## src/rtl/core/qrs_pkg.sv

```systemverilog
// Shared types and codes for the quadratic root solver.
`default_nettype none
package qrs_pkg;

	// One input beat: two polynomials of degree at most two.
	typedef struct packed {
		logic [2:0]         first_deg;
		logic signed [31:0] first_c0;
		logic signed [31:0] first_c1;
		logic signed [31:0] first_c2;
		logic [2:0]         second_deg;
		logic signed [31:0] second_c0;
		logic signed [31:0] second_c1;
		logic signed [31:0] second_c2;
	} qrs_in_t;

	// One result beat.
	typedef struct packed {
		logic [1:0]         root_count;
		logic signed [31:0] root_one;
		logic signed [31:0] root_two;
		logic               unsupported_degree;
		logic               root_overflow;
	} qrs_out_t;

	// Solve class, refined by the back end once the discriminant is known.
	typedef enum logic [2:0] {
		KIND_UNS  = 3'd0,
		KIND_NONE = 3'd1,
		KIND_LIN  = 3'd2,
		KIND_QUAD = 3'd3,
		KIND_ONE  = 3'd4,
		KIND_TWO  = 3'd5
	} kind_t;

	// Classified job: difference polynomial a*x^2 + b*x + c.
	typedef struct packed {
		kind_t              kind;
		logic signed [32:0] a;
		logic signed [32:0] b;
		logic signed [32:0] c;
	} qrs_job_t;

	localparam logic [15:0] EPS_RESET = 16'd1;

endpackage
`default_nettype wire

```

## src/rtl/core/qrs_front.sv

```systemverilog
// Front end: eps register, coefficient difference and solve classification.
`default_nettype none
module qrs_front (
	input  wire logic             clk,
	input  wire logic             arst_n,
	input  wire logic             cfg_we,
	input  wire logic [15:0]      cfg_wdata,
	input  wire qrs_pkg::qrs_in_t item,
	output qrs_pkg::qrs_job_t     job,
	output logic [15:0]           eps
);
	import qrs_pkg::*;

	logic [15:0]        eps_q;
	logic               swap;
	logic [2:0]         deg;
	logic signed [32:0] f0, f1, f2, s0, s1, s2;
	logic signed [32:0] e0, e1, e2;

	function automatic logic tiny(logic signed [32:0] v, logic [15:0] th);
		logic [32:0] m;
		m = v[32] ? 33'(-v) : 33'(v);
		return (v == '0) || (m < {17'd0, th});
	endfunction

	// Threshold register
	always_ff @(posedge clk or negedge arst_n) begin
		if (!arst_n) begin
			eps_q <= EPS_RESET;
		end else if (cfg_we) begin
			eps_q <= cfg_wdata;
		end
	end
	assign eps = eps_q;

	// Mask coefficients above the declared degree, subtract lower from higher
	always_comb begin
		swap = item.second_deg > item.first_deg;
		deg  = swap ? item.second_deg : item.first_deg;
		f0 = 33'(item.first_c0);
		f1 = (item.first_deg >= 3'd1) ? 33'(item.first_c1) : '0;
		f2 = (item.first_deg >= 3'd2) ? 33'(item.first_c2) : '0;
		s0 = 33'(item.second_c0);
		s1 = (item.second_deg >= 3'd1) ? 33'(item.second_c1) : '0;
		s2 = (item.second_deg >= 3'd2) ? 33'(item.second_c2) : '0;
		e0 = swap ? s0 - f0 : f0 - s0;
		e1 = swap ? s1 - f1 : f1 - s1;
		e2 = swap ? s2 - f2 : f2 - s2;
	end

	// Classify
	always_comb begin
		job.a = e2;
		job.b = e1;
		job.c = e0;
		if (deg == 3'd0 || deg > 3'd2) begin
			job.kind = KIND_UNS;
		end else if (deg == 3'd1 || tiny(e2, eps_q)) begin
			job.kind = tiny(e1, eps_q) ? KIND_NONE : KIND_LIN;
		end else begin
			job.kind = KIND_QUAD;
		end
	end

endmodule
`default_nettype wire

```

## config.mk

```make
export PLATFORM = sky130hd
export DESIGN_NAME = qrs_front
export DESIGN_NICKNAME = d
export VERILOG_FILES = /design/src/rtl/core/qrs_pkg.sv /design/src/rtl/core/qrs_front.sv
export SDC_FILE = /design/constraint.sdc
export NUM_CORES = 1
export LEC_CHECK = 0
export ABC_AREA = 1
export BUFFER_PORTS_ARGS = -buffer_cell sky130_fd_sc_hd__buf_2
export CORE_UTILIZATION = 33
export CTS_CLUSTER_DIAMETER = 150
export DETAILED_ROUTE_END_ITERATION = 10
export SLEW_MARGIN = 0
export SYNTH_ARGS = -nofsm -noshare
export SYNTH_HDL_FRONTEND = slang
export SYNTH_SLANG_ARGS = --single-unit
```

## constraint.sdc

```tcl
create_clock -name clk -period 13.95 [get_ports clk]
set_input_delay 4.185 -clock clk [delete_from_list [all_inputs] [get_ports clk]]
set_output_delay 4.185 -clock clk [all_outputs]
set_load 0.005 [all_outputs]
```

==> flow_summary.ini, run 1 <==
[outcome]
status = finished clean

[pwr]
total_power_mw = 1.533
p_leak_nw = 12.44
irDropWorstVdd_mv = 0.03228
power_density_nw_per_um2 = 77.85

[logic_synthesis]
synth_cell_types = 54
ys_seq_area_frac = 0.02323
yosys_warnings = 0
ys_async_sr_fraction = 1.000
synth_edf_count = 0
syn_inst = 3417
synth.area.top_cells = nand2_1 (29%), ha_1 (16%), inv_1 (14%)
synth_seq_cells = 16
synth_ff_type = dfrtp_1
postSynthAreaPerCell_um2 = 5.059
syn-num-nets = 3865
synth_area_um2 = 17290
yosys.area.top_type = nand2_1
yosysTopAreaCellShare = 0.2899

[routing]
vias_per_cell = 4.945
ant_nets = 0
first_iter_violations = 1614
num_vias = 21740
wl_um = 69950
drtPass1Iterations = 6
drcViolationCount = 0
wl_per_cell_um = 15.91

[hold_path]
hp-class = reg2reg
hold_depth = 2

[floorplanning]
dieArea_um2 = 53310
die_h_um = 230.9
initial_core_util = 0.3356
row_count = 83
boundaryPins = 335
die-width_um = 230.9
design.core.area_um2 = 51510

[clocking]
h-tree-depth = 1
cts_setup_buffers = 0
cts_sinks = 16
clk_latency_ps = 240
numCtsBuffers = 3
ctsHoldBuffers = 0
cts_max_path_buffers = 2
clk_pin_slew_ps = 50
cts_tree = yes
cts_resized = 0
cts_root_buf = clkbuf_16

[placed_design]
place_area_um2 = 19600
dp_cells = 4389
place_congestion = 1.049
place.port_buffers = 333
pre_cts_ws_ps = 547.0
dp_hpwl_um = 62100

[grt]
grt_util_all_layers = 0.2561
grt_max_degree = 61
grt_pass1_wl_um = 109200
overflow = 0
antenna_found_initial = 10
grt_pass1_vias = 20120

[setup_path]
critPathMaxFanout = 16
endpoint_kind = primary output
cpPeakStageDelay_ps = 430
rr_worst_depth = 2
cp-start-kind = primary input
critPathSlowestCell = ha_1
worstSetupPathType = in2out
cp_common_cell = nand2_1
worstPathArrival_ps = 9290
crit_required_ps = 9760

[timing]
setup_violations = 0
whs_ps = 552.0
finalHoldViolCount = 0
rsz0062_at_grt = yes
final.setup.worst_slack_ps = 479.4
min_period_over_period = 0.9656
fin_crit_ps = 13470
worst_pin_slew_ps = 727.6
fin_skew_ps = 0
tns_ps = 0
fmax_mhz = 74.24
drv_slew = 0
slew_headroom = 0.5150

[cells_and_area]
layout-area-overhead-vs-synth_pct = 13.90
final_util = 0.3823
fill_cells = 6085
final_cell_mix = nand2_1 (1,335), inv_1 (634), buf_2 (333)
finalInstanceArea_um2 = 19690
layout.cells.non_filler = 4396
largest_reg_flops = 16
mostFrequentLayoutCell = nand2_1
fin_nets = 4162
drive_above_1_share = 0.1339

[run]
drv_cap = 0
## power by group
part / switching (mW) / total, mW / internal [mW]
clock: 0.0168 / 0.0602 / 0.0435
combinational: 0.949 / 1.42 / 0.470
sequential: 0.00242 / 0.0533 / 0.0509
total: 0.968 / 1.53 / 0.565
## cell families after synthesis
group	count (synthesis)	synth area share
and+or+nand+nor	1963	0.4749
buffers and inverters	733	0.1671
muxes	4	0.002316
xor gates and xnor gates	67	0.03438
AOI/OAI and AO/OA	402	0.1281
other	1	0.0002169
DFF	16	0.02323
adders and majority gates	231	0.1698
## routing by layer
layer,track usage,part of all wire,up-vias
li1,-,-,11130
met1,0.3664,0.47,9626
met2,0.4143,0.43,902
met3,0.02927,0.087,69
met4,0.03911,0.016,14
met5,0,0.0013,-
## area by class of cell
| cell class | instances | area, um2 | share of cell area |
|---|---|---|---|
| inverter | 675 | 2534 | 0.1287 |
| antenna | 3 | 7.507 | 0.0003812 |
| tap | 680 | 850.8 | 0.04321 |
| clock buffer | 4 | 88.84 | 0.004511 |
| sequential | 16 | 401.6 | 0.02040 |
| multi-input combinational | 2668 | 14000 | 0.7111 |
| timing repair buffer | 350 | 1807 | 0.09175 |
## critical path: cells and delay by family
kind / cells / cell delay, ps
AOI/OAI and AO/OA: 5 / 630
and+or+nand+nor: 24 / 2190
adders and majority gates: 2 / 710
xor gates and xnor gates: 1 / 150
buffers and inverters: 9 / 1410
## synthesized netlist by cell type (all sizes together) (6+ instances only)
cell,count
a211oi,7
a21oi,198
a31oi,6
buf,41
clkbuf,17
clkinv,7
dfrtp,15
fa,6
ha,225
inv,668
nand2,1382
nand3,236
nand3b,13
nand4,37
nor2,272
nor3,17
o211ai,7
o21a,10
o21ai,134
o21bai,16
xnor2,18
xor2,49
## path summary, 6_finish.rpt
kind / from / end / slack [ps]
worst max-delay path: item[98] / job[99] / 480
worst min-delay path: eps[0] / eps[0] / 550
worst max register to register: eps[0] / eps[0] / 13070
worst min register to register: eps[0] / eps[0] / 550
max in group asynchronous: arst_n / eps[0] / 9780
min in group asynchronous: arst_n / eps[15] / 3850
No activity file was read; power rests on OpenSTA's default activity.
==> run 2, diff against run 1 <==
- REMOVE_ABC_BUFFERS: unset -> 1
- SLEW_MARGIN: 0 -> 10
- clock period: 13.95 -> 17.2 ns (I/O delays scaled with it)
==> run 2 against run 1 <==
Net effect: cell count shrank 0.18%; worst setup slack improved by 770 ps; combinational power down 20%; non-clock buffer count decreased by 6; critical endpoint unchanged.
==> flow_summary.ini, run 2 (synthesized netlist as in run 1, its figures left out) <==
[placed_design]
place_congestion = 1.007
place.port_buffers = 333
dp_hpwl_um = 58130

[pwr]
sequentialPowerShare = 0.035
p_sw_mw = 0.7729
power_density_nw_per_um2 = 62.51
cell_internal_pwr_mw = 0.4549
p_clk_frac = 0.040
p_leak_nw = 12.41
power_frac_comb = 0.924
swShare = 0.6295
irDropWorstVdd_mv = 0.02892

[hold_path]
hold_depth = 2
min_to = eps[0]
hp-class = reg2reg
hold_path.startpoint = eps[0]

[setup_path]
crit_required_ps = 12040
critPathMaxFanout = 30
r2r_end = eps[0]
r2r-start = eps[0]
worstPathArrival_ps = 10790
cp-start-kind = primary input
critPathSlowestCell = inv_1
worstSetupPathType = in2out
rr_worst_depth = 2
cpPeakStageDelay_ps = 510
rrSetupSlack_ps = 16300
endpoint_kind = primary output
cp_common_cell = nand2_1

[timing]
fin_skew_ps = 0
tns_ps = 0
drv_slew = 0
whs_ps = 580.5
min_period_over_period = 0.9276
slew_headroom = 0.3503
worst_pin_slew_ps = 973.5
finalHoldViolCount = 0
fmax_mhz = 62.68
rsz0062_at_grt = no
setup_violations = 0
fin_crit_ps = 15950

[cells_and_area]
drive_above_1_share = 0.1325
mostFrequentLayoutCell = nand2_1
final_cell_mix = nand2_1 (1,335), inv_1 (634), buf_2 (333)
fin_nets = 4156
final_util = 0.3813
layout-area-overhead-vs-synth_pct = 13.61
largest_reg_flops = 16

[clocking]
numCtsBuffers = 3
clk_latency_ps = 240
cts_max_path_buffers = 2
cts_tree = yes
clk_pin_slew_ps = 50
cts_sinks = 16
h-tree-depth = 1
cts_resized = 0
cts_root_buf = clkbuf_16
ctsHoldBuffers = 0
cts_setup_buffers = 0

[run]
drv_cap = 0

[floorplanning]
die_h_um = 230.9
boundaryPins = 335
dieArea_um2 = 53310
initial_core_util = 0.3356
design.core.area_um2 = 51510
die-width_um = 230.9
row_count = 83

[routing]
drtPass1Iterations = 6
ant_nets = 0
num_vias = 21510
drcViolationCount = 0
vias_per_cell = 4.903
wl_per_cell_um = 15.03
first_iter_violations = 1478
wl_um = 65950

[grt]
grt_max_degree = 36
grt_pass1_wl_um = 102900
grt_util_all_layers = 0.2387
grt_pass1_vias = 19660
antenna_found_initial = 1
overflow = 0

[outcome]
status = finished clean
==> run 2: critical path, delay by kind of cell <==
| family | cells | cell delay, ps |
|---|---|---|
| buf+inv | 9 | 1540 |
| xor+xnor | 1 | 150 |
| fa+ha+maj | 3 | 920 |
| simple gates | 25 | 2390 |
| compound gates | 5 | 590 |
==> run 2: area by class of cell <==
cell class | count | area, um2
Antenna cell | 1 | 2.502
Clock buffer | 4 | 88.84
Fill cell | 6082 | 31870
Inverter | 675 | 2534
Multi-Input combinational cell | 2668 | 14000
Sequential cell | 16 | 401.6
Tap cell | 680 | 850.8
Timing Repair Buffer | 344 | 1762
==> run 2: power groups by stage <==
stage               logic, mW  clock network [mW]  registers [mW]
finish                   1.13              0.0497          0.0434
CTS                      1.12              0.0499          0.0434
floorplan               0.752                   0          0.0439
global placement         1.12                   0          0.0438
detailed placement       1.12                   0          0.0439
global route             1.27              0.0510          0.0437
==> run 2: per-stage QoR <==
step	area, um2	power [mW]	instances	worst slack (ps)
floorplan	16930	0.7960	3359	2436
global placement	19550	1.160	4383	1265
detailed placement	19550	1.162	4383	1185
CTS	19640	1.217	4387	1175
global route	19640	1.363	4387	446.3
finish	19640	1.228	4388	1246
==> run 2: layer usage <==
metal  routed length (um)  share of wire  vias to the layer above  GRT usage
met5                    0              0                        -          0
met4                 1559          0.024                        0    0.05339
met3                 3696          0.056                       72    0.01161
met2                30330           0.46                      728     0.4148
met1                30360           0.46                     9601     0.3221
li1                     -              -                    11110          -
==> run 2: worst max-delay path by stage <==
| stage | start | to | depth (start not counted) |
|---|---|---|---|
| 2_1_floorplan | item[197] | job[99] | 35 |
| 3_3_place_gp | item[196] | job[99] | 40 |
| 3_5_place_dp | item[196] | job[99] | 40 |
| 4_1_cts | item[196] | job[99] | 40 |
| 5_1_grt | item[196] | job[99] | 43 |
| 6_report | item[196] | job[99] | 43 |
