<file path="src/rtl/core/qrs_pkg.sv">
// Shared types and codes for the quadratic root solver.
`default_nettype none
package qrs_pkg;

	// One input beat: two polynomials of degree at most two.
	typedef struct packed {
		logic [2:0]         first_deg;
		logic signed [31:0] first_c0;
		logic signed [31:0] first_c1;
		logic signed [31:0] first_c2;
		logic [2:0]         second_deg;
		logic signed [31:0] second_c0;
		logic signed [31:0] second_c1;
		logic signed [31:0] second_c2;
	} qrs_in_t;

	// One result beat.
	typedef struct packed {
		logic [1:0]         root_count;
		logic signed [31:0] root_one;
		logic signed [31:0] root_two;
		logic               unsupported_degree;
		logic               root_overflow;
	} qrs_out_t;

	// Solve class, refined by the back end once the discriminant is known.
	typedef enum logic [2:0] {
		KIND_UNS  = 3'd0,
		KIND_NONE = 3'd1,
		KIND_LIN  = 3'd2,
		KIND_QUAD = 3'd3,
		KIND_ONE  = 3'd4,
		KIND_TWO  = 3'd5
	} kind_t;

	// Classified job: difference polynomial a*x^2 + b*x + c.
	typedef struct packed {
		kind_t              kind;
		logic signed [32:0] a;
		logic signed [32:0] b;
		logic signed [32:0] c;
	} qrs_job_t;

	localparam logic [15:0] EPS_RESET = 16'd1;

endpackage
`default_nettype wire

</file>
<file path="src/rtl/core/qrs_fifo.sv">
// Short job queue between front and back end.
`default_nettype none
module qrs_fifo #(
	parameter int DEPTH = 4
) (
	input  wire logic              clk,
	input  wire logic              arst_n,
	input  wire logic              wr,
	input  wire qrs_pkg::qrs_job_t wdata,
	output logic                   full,
	input  wire logic              rd,
	output qrs_pkg::qrs_job_t      rdata,
	output logic                   empty
);
	import qrs_pkg::*;

	localparam int AW = (DEPTH > 1) ? $clog2(DEPTH) : 1;
	localparam int CW = $clog2(DEPTH + 1);

	qrs_job_t      mem_q [DEPTH];
	logic [AW-1:0] wp_q, rp_q;
	logic [CW-1:0] cnt_q;
	logic          do_wr, do_rd;

	assign full  = cnt_q == CW'(DEPTH);
	assign empty = cnt_q == '0;
	assign do_wr = wr && !full;
	assign do_rd = rd && !empty;
	assign rdata = mem_q[rp_q];

	// Storage
	always_ff @(posedge clk) begin
		if (do_wr) begin
			mem_q[wp_q] <= wdata;
		end
	end

	// Pointers and fill count
	always_ff @(posedge clk or negedge arst_n) begin
		if (!arst_n) begin
			wp_q  <= '0;
			rp_q  <= '0;
			cnt_q <= '0;
		end else begin
			if (do_wr) begin
				wp_q <= (wp_q == AW'(DEPTH - 1)) ? '0 : wp_q + 1'b1;
			end
			if (do_rd) begin
				rp_q <= (rp_q == AW'(DEPTH - 1)) ? '0 : rp_q + 1'b1;
			end
			if (do_wr && !do_rd) begin
				cnt_q <= cnt_q + 1'b1;
			end else if (do_rd && !do_wr) begin
				cnt_q <= cnt_q - 1'b1;
			end
		end
	end

	a_cnt_range: assert property (@(posedge clk) disable iff (!arst_n)
		cnt_q <= CW'(DEPTH)) else $error("queue count beyond depth");
	a_empty_ptrs: assert property (@(posedge clk) disable iff (!arst_n)
		empty |-> wp_q == rp_q) else $error("empty queue with pointers apart");
	a_full_ptrs: assert property (@(posedge clk) disable iff (!arst_n)
		full |-> wp_q == rp_q) else $error("full queue with pointers apart");

endmodule
`default_nettype wire

</file>
<file path="config.mk">
export PLATFORM = sky130hd
export DESIGN_NAME = qrs_fifo
export DESIGN_NICKNAME = d
export VERILOG_FILES = /design/src/rtl/core/qrs_pkg.sv /design/src/rtl/core/qrs_fifo.sv
export SDC_FILE = /design/constraint.sdc
export NUM_CORES = 1
export LEC_CHECK = 0
export ABC_CLOCK_PERIOD_IN_PS = 7530
export BUFFER_PORTS_ARGS = -buffer_cell sky130_fd_sc_hd__buf_2
export CAP_MARGIN = 15
export CORE_MARGIN = 8
export CORE_UTILIZATION = 55
export DETAILED_ROUTE_END_ITERATION = 8
export GPL_TIMING_DRIVEN = 1
export PLACE_DENSITY_LB_ADDON = 0.08
export SLEW_MARGIN = 20
export SYNTH_ARGS = -nofsm -noshare
export SYNTH_HDL_FRONTEND = slang
export SYNTH_SLANG_ARGS = --single-unit
</file>
<file path="constraint.sdc">
create_clock -name clk -period 7.53 [get_ports clk]
set_input_delay 0.3765 -clock clk [delete_from_list [all_inputs] [get_ports clk]]
set_output_delay 0.3765 -clock clk [all_outputs]
set_load 0.05 [all_outputs]
</file>
==> results.toml, run 1 <==
[run_status]
status = "finished clean"

[route]
drt-total-wl_um = 28320
detail_route.wl_per_cell_um = 23.88
antenna_left = 0
drt_pass1_iterations = 6
viasPerCell = 5.680
drt_iter0_markers = 375
drc = 0
vias = 6736

[worst_setup_path]
critical_path_class = "reg -> out"
r2r_start = "cnt_q[2]$_DFFE_PN0P_"
path_buf_inv = 2
regToRegEndpoint = "mem_q[2][71]$_DFFE_PP_"
slowest_stage = "dfrtp_4"
crit_required_ns = 7.15
crit_family = "buffers and inverters"
critPathMaxFanout = 56
setup.worst_path.start_class = "flip-flop"
cpPeakStageDelay_ns = 0.92
r2r_slack_ns = 4.70
path_cells = "buf_4, mux4_2, buf_2"
critPathCaptureType = "primary output"
reg2reg_depth = 4
cp.arrival_ns = 2.96

[global_routing]
grt_pass1_wl_um = 43400
grt_util_all_layers_pct = 17.20
grt_pass1_vias = 7547
antenna_found_initial = 6
grt_overflow = 0
grt_max_degree = 64

[timing]
tightest_slew_ns = 0.9512
period_needed_ns = 3.335
rsz0062_at_grt = "no"
hold_viol = 0
whs_ns = 0.06519
skew_ns = 0.01242
drv_slew = 0
fmax_mhz = 299.9
period_share_pct = 44.29
tns_ns = 0
slew_headroom_pct = 36.59
finalSetupViolations = 0

[synthesis]
synth_cell_type_count = 23
yosysWarnings = 0
synth_top_area_share_pct = 80.53
synth_top_cell_by_area = "edfxtp_1"
synth_common_cells = "408 x edfxtp_1, 102 x mux4_2, 8 x buf_2"
syn_area_per_cell_sq_um = 26.69
syn-num-nets = 683
yosysSeqAreaShare_pct = 81.68
ys.flop_type = "edfxtp_1"
ys_ff_latch = 415
synth_edf_count = 408
yosysMostFrequentCell = "edfxtp_1"
synth_cells = 570
synth_area_sq_um = 15210
synthArstFlopShare_pct = 1.687
synth.area.top_cells = "edfxtp_1 81%, mux4_2 15%, dfrtp_1 1.2%, buf_12 0.79%, ha_1 0.49%"

[clock_tree]
postCtsSetupRepairBufs = 0
clk_path_buf_depth = 3
clkSinkCount = 415
h-tree-depth = 2
root_buffer = "clkbuf_16"
postCtsHoldBufs = 1
cts_made_buffers = 41
cts_tree = "done"
clk_pin_slew_ns = 0.06
cts_resized = 0
clk_latency_ns = 0.53

[layout]
drive_above_1_share_pct = 46.96
area_growth_pct = 17.16
final_nets = 921
fin_cells = 1186

[worst_hold_path]
min_to = "mem_q[3][9]$_DFFE_PP_"
hold_path.class = "in -> reg"
hold_depth = 1
hp-start = "wdata[9]"

[flow_run]
maxCapViolCount = 0

[floorplan]
start_util_pct = 55.37
dieHeight_um = 182.3
rows = 61
ioPinCount = 210
core-area_sq_um = 27480
die_w_um = 182.3
dieArea_sq_um = 33240

[placed_design]
gp_congestion = 0.7384
numPortBuffers = 209
numPlacedInstances = 1110
dpl.hpwl_um = 17480

[power]
cellPowerDensity_nw_per_um2 = 459.3
p_leak_nw = 6.087
power.ir.vdd_worst_mv = 0.2982
## cell families (layout without fill, tap and decap cells)
logic type	count (synthesis)	in the layout	share of synthesized area, %
flip-flops	415	415	81.68
multiplexers	106	106	15.39
buffers and inverters	26	295	1.571
AND/OR/NAND/NOR	11	11	0.4276
adder cells (fa/ha/maj)	7	7	0.6250
XOR/XNOR	3	3	0.1727
AO/OA/AOI/OAI	2	2	0.1316
other	0	1	0
## through the flow
| stage | utilization (%) | setup slack, ns | cell area, sq um | power, W |
|---|---|---|---|---|
| after floorplan | - | 1.987 | 15210 | 0.005760 |
| after global placement | 60.23 | 4.698 | 16550 | 0.006357 |
| after detailed placement | 60.23 | 4.656 | 16550 | 0.006417 |
| after CTS | 64.87 | 4.126 | 17820 | 0.008308 |
| after global routing | 64.87 | 4.061 | 17820 | 0.008519 |
| final | 64.88 | 4.195 | 17830 | 0.008187 |
## power breakdown
group,switching (W),total [W],internal (W),leakage (nW)
Clock,0.000797,0.00189,0.00110,0.634
Combinational,0.00217,0.00306,0.000890,1.64
Sequential,0.000183,0.00324,0.00305,3.82
Total,0.00315,0.00819,0.00504,6.09
## flip-flops by register name (all words and copies together) (netlist names)
signal / flops
mem_q: 408
cnt_q: 3
rp_q: 2
wp_q: 2
## layout by cell type, fill, tap and decap left out, types with 2 or more instances in the layout
master / n
clkbuf_1: 7
nor2_1: 2
clkinv_1: 5
clkbuf_8: 2
xor2_1: 2
ha_1: 6
and2_4: 3
dfrtp_4: 2
dfrtp_1: 5
mux2_2: 4
mux4_2: 102
buf_2: 209
edfxtp_1: 408
clkbuf_16: 43
buf_4: 8
nor3_1: 2
clkinv_2: 14
inv_1: 3
## worst reg2reg max path, stage by stage (launching register included)
cell,delay (ns)
dfrtp_1,0.43
nor3b_2,0.21
nor2b_2,0.27
and2_4,0.71
buf_4,0.81
## final cells by class
type | instances | area, sq um
timing repair buffer | 218 | 1116
inverter | 3 | 11.26
clock buffer | 52 | 1130
sequential | 415 | 12430
antenna | 1 | 2.502
clock inverter | 22 | 135.1
fill | 1832 | 9651
tap | 346 | 432.9
multi-input combinational | 129 | 2564
## metal layers
metal	vias up	GRT usage [%]	routed length (um)	part of all wire [%]
met5	-	0	69	0.24
met4	12	4.362	503	1.8
met3	48	4.653	1677	5.9
met2	195	29.95	14710	52
met1	3533	21.16	11360	40
li1	2948	-	-	-
## worst max-delay path by stage
stage	slack, ns	cells past startpoint	end	start
after floorplan	1.99	2	mem_q[3][0]$_DFFE_PP_	cnt_q[2]$_DFFE_PN0P_
after global placement	4.70	3	rdata[97]	rp_q[1]$_DFFE_PN0P_
after detailed placement	4.66	4	mem_q[2][67]$_DFFE_PP_	cnt_q[2]$_DFFE_PN0P_
after CTS	4.13	3	rdata[82]	rp_q[1]$_DFFE_PN0P_
after global routing	4.06	3	rdata[96]	rp_q[1]$_DFFE_PN0P_
final	4.20	3	rdata[82]	rp_q[1]$_DFFE_PN0P_
Power figures use the tool's default switching activity.
==> run 2, diff against run 1 <==
--- a/config.mk
+++ b/config.mk
@@ -5,11 +5,11 @@
 export SDC_FILE = /design/constraint.sdc
 export NUM_CORES = 1
 export LEC_CHECK = 0
-export ABC_CLOCK_PERIOD_IN_PS = 7530
+export ABC_CLOCK_PERIOD_IN_PS = 2950
 export BUFFER_PORTS_ARGS = -buffer_cell sky130_fd_sc_hd__buf_2
 export CAP_MARGIN = 15
 export CORE_MARGIN = 8
-export CORE_UTILIZATION = 55
+export CORE_UTILIZATION = 51
 export DETAILED_ROUTE_END_ITERATION = 8
 export GPL_TIMING_DRIVEN = 1
 export PLACE_DENSITY_LB_ADDON = 0.08
==> constraint.sdc (replaced) <==
create_clock -name clk -period 2.95 [get_ports clk]
set_input_delay 0.1475 -clock clk [delete_from_list [all_inputs] [get_ports clk]]
set_output_delay 0.1475 -clock clk [all_outputs]
set_load 0.05 [all_outputs]
==> run 2 against run 1 <==
Against the previous run: sequential cell count is the same; register-to-register slack lost 3.9 ns; cell area grew 6.7%; core utilization shrank 0.37 points; first-iteration DRC count grew 13%; power grew to 2.6 times the previous value; sequential share of layout area shrank 4.4 points; via count grew 4.9%; critical path type unchanged; combinational power grew to 2.7 times the previous value; clock power grew to 2.5 times the previous value; clock skew shrank 0.0039 ns.
==> results.toml, run 2 (same netlist as run 1, synthesis figures left out) <==
[run_status]
status = "finished clean"

[layout]
largest_reg_flops = 408
reg_top3 = "mem_q: 408 flops, cnt_q: 3 flops"
drive_above_1_share_pct = 41.63
final_area_sq_um = 19020
regMostFlops = "mem_q"
final_nets = 1032
fillers = 2017
area_growth_pct = 24.99
mostFrequentLayoutCell = "edfxtp_1"
most-common-layout-cells = "408 x edfxtp_1, 209 x buf_2, 105 x dlygate4sd3_1, 102 x mux4_2, 41 x clkbuf_16"

[power]
p_leak_nw = 6.547
power.share.clock_pct = 22.5
p_seq_share_pct = 39.0
p_int_w = 0.01304
cellPowerDensity_nw_per_um2 = 1109
p_sw_w = 0.008047
comb_power_share_pct = 38.5
power.ir.vdd_worst_mv = 0.7809
switching_share_pct = 38.17

[clock_tree]
root_buffer = "clkbuf_16"
clk_path_buf_depth = 3
h-tree-depth = 2
cts_tree = "done"
clkSinkCount = 415
clk_pin_slew_ns = 0.06
cts_made_buffers = 41
clk_latency_ns = 0.51

[timing]
drv_slew = 0
slew_headroom_pct = 55.57
fmax_mhz = 390.3
period_needed_ns = 2.562
period_share_pct = 86.85
skew_ns = 0.008486
setup_ws_ns = 0.3878
whs_ns = 0.1005
rsz0062_at_grt = "no"
tightest_slew_ns = 0.6664
tns_ns = 0
hold_viol = 0
finalSetupViolations = 0

[worst_setup_path]
critPathCaptureType = "primary output"
setup.worst_path.start_class = "flip-flop"
reg2reg_depth = 4
critical_path_class = "reg -> out"
r2r_start = "cnt_q[2]$_DFFE_PN0P_"
cp.arrival_ns = 2.41
regToRegEndpoint = "mem_q[1][42]$_DFFE_PP_"
r2r_slack_ns = 0.80
critPathMaxFanout = 18
crit_required_ns = 2.80

[route]
antenna_left = 0
wl_met2_um = 14880
top_layer = "met4"
viasPerCell = 5.290
detail_route.wl_per_cell_um = 21.97
drt_pass1_iterations = 5
wl_met3_um = 2034
drt_iter0_markers = 424
wl_met1_um = 11830
drc = 0
drt-total-wl_um = 29360
vias = 7067

[worst_hold_path]
hp-start = "wr"
hold_path.class = "in -> reg"
min_to = "mem_q[3][75]$_DFFE_PP_"
hold_depth = 3

[placed_design]
numPortBuffers = 209
postPlaceCellArea_sq_um = 16740
place_ws_ns = 0.7895
dpl.hpwl_um = 17840
gp_congestion = 0.7447

[floorplan]
start_util_pct = 51.61
core-area_sq_um = 29480
die_w_um = 188.7
dieHeight_um = 188.7
dieArea_sq_um = 35620
ioPinCount = 210
rows = 63

[global_routing]
grt_pass1_wl_um = 45750
antenna_found_initial = 1
grt_pass1_vias = 8083
grt_overflow = 0
grt_max_degree = 98
grt_util_all_layers_pct = 16.64

[flow_run]
maxCapViolCount = 0
==> run 2: layer usage <==
| layer | track usage, % | vias to the layer above |
|---|---|---|
| met2 | 28.50 | 211 |
| met1 | 20.82 | 3636 |
| met3 | 4.381 | 46 |
| met4 | 4.450 | 0 |
| li1 | - | 3174 |
| met5 | 0 | - |
==> run 2: stage by stage <==
stage	instances	total power (W)	utilization [%]
finish	1336	0.02108	64.51
global route	1335	0.02198	64.50
CTS	1334	0.02140	64.49
detailed placement	1161	0.01652	56.79
global placement	1161	0.01640	56.79
floorplan	570	0.01462	-
==> run 2: power by group through the flow <==
| stage | sequential [W] | combinational (W) | clock [W] |
|---|---|---|---|
| global placement | 0.00828 | 0.00812 | 0 |
| finish | 0.00822 | 0.00813 | 0.00474 |
| CTS | 0.00824 | 0.00830 | 0.00487 |
| floorplan | 0.00812 | 0.00650 | 0 |
| detailed placement | 0.00836 | 0.00816 | 0 |
| global route | 0.00833 | 0.00856 | 0.00510 |
==> run 2: how the worst max path moves through the flow <==
stage                               from                endpoint  slack (ns)
detailed placement  cnt_q[2]$_DFFE_PN0P_  mem_q[1][59]$_DFFE_PP_        0.79
CTS                  rp_q[0]$_DFFE_PN0P_               rdata[85]        0.35
floorplan           cnt_q[0]$_DFFE_PN0P_   mem_q[0][0]$_DFFE_PP_        0.24
global placement    cnt_q[2]$_DFFE_PN0P_  mem_q[1][58]$_DFFE_PP_        0.86
finish               rp_q[0]$_DFFE_PN0P_               rdata[85]        0.39
global route         rp_q[0]$_DFFE_PN0P_               rdata[85]        0.26
==> run 2: worst max-delay path, stage by stage, from the launching register on <==
cell	delay, ns
dfrtp_4	0.63
buf_4	0.42
mux4_2	0.59
buf_2	0.24
==> run 2: what timing repair did <==
action / 4_1_cts / 5_1_grt
endpoints found under the setup margin: 0 / 0
hold buffers: 105 / 0
endpoints found under the hold margin: 416 / 0
setup buffers: 0 / 0
resized for setup: 0 / 0
==> run 2: cell type report <==
class / instances / area (sq um) / area share (%)
Antenna cell: 2 / 5.005 / 0.02632
Clock buffer: 53 / 1091 / 5.737
Clock inverter: 15 / 126.4 / 0.6645
Inverter: 3 / 11.26 / 0.05921
Multi-Input combinational cell: 129 / 2564 / 13.48
Sequential cell: 415 / 12430 / 65.39
Tap cell: 390 / 488.0 / 2.566
Timing Repair Buffer: 329 / 2297 / 12.08
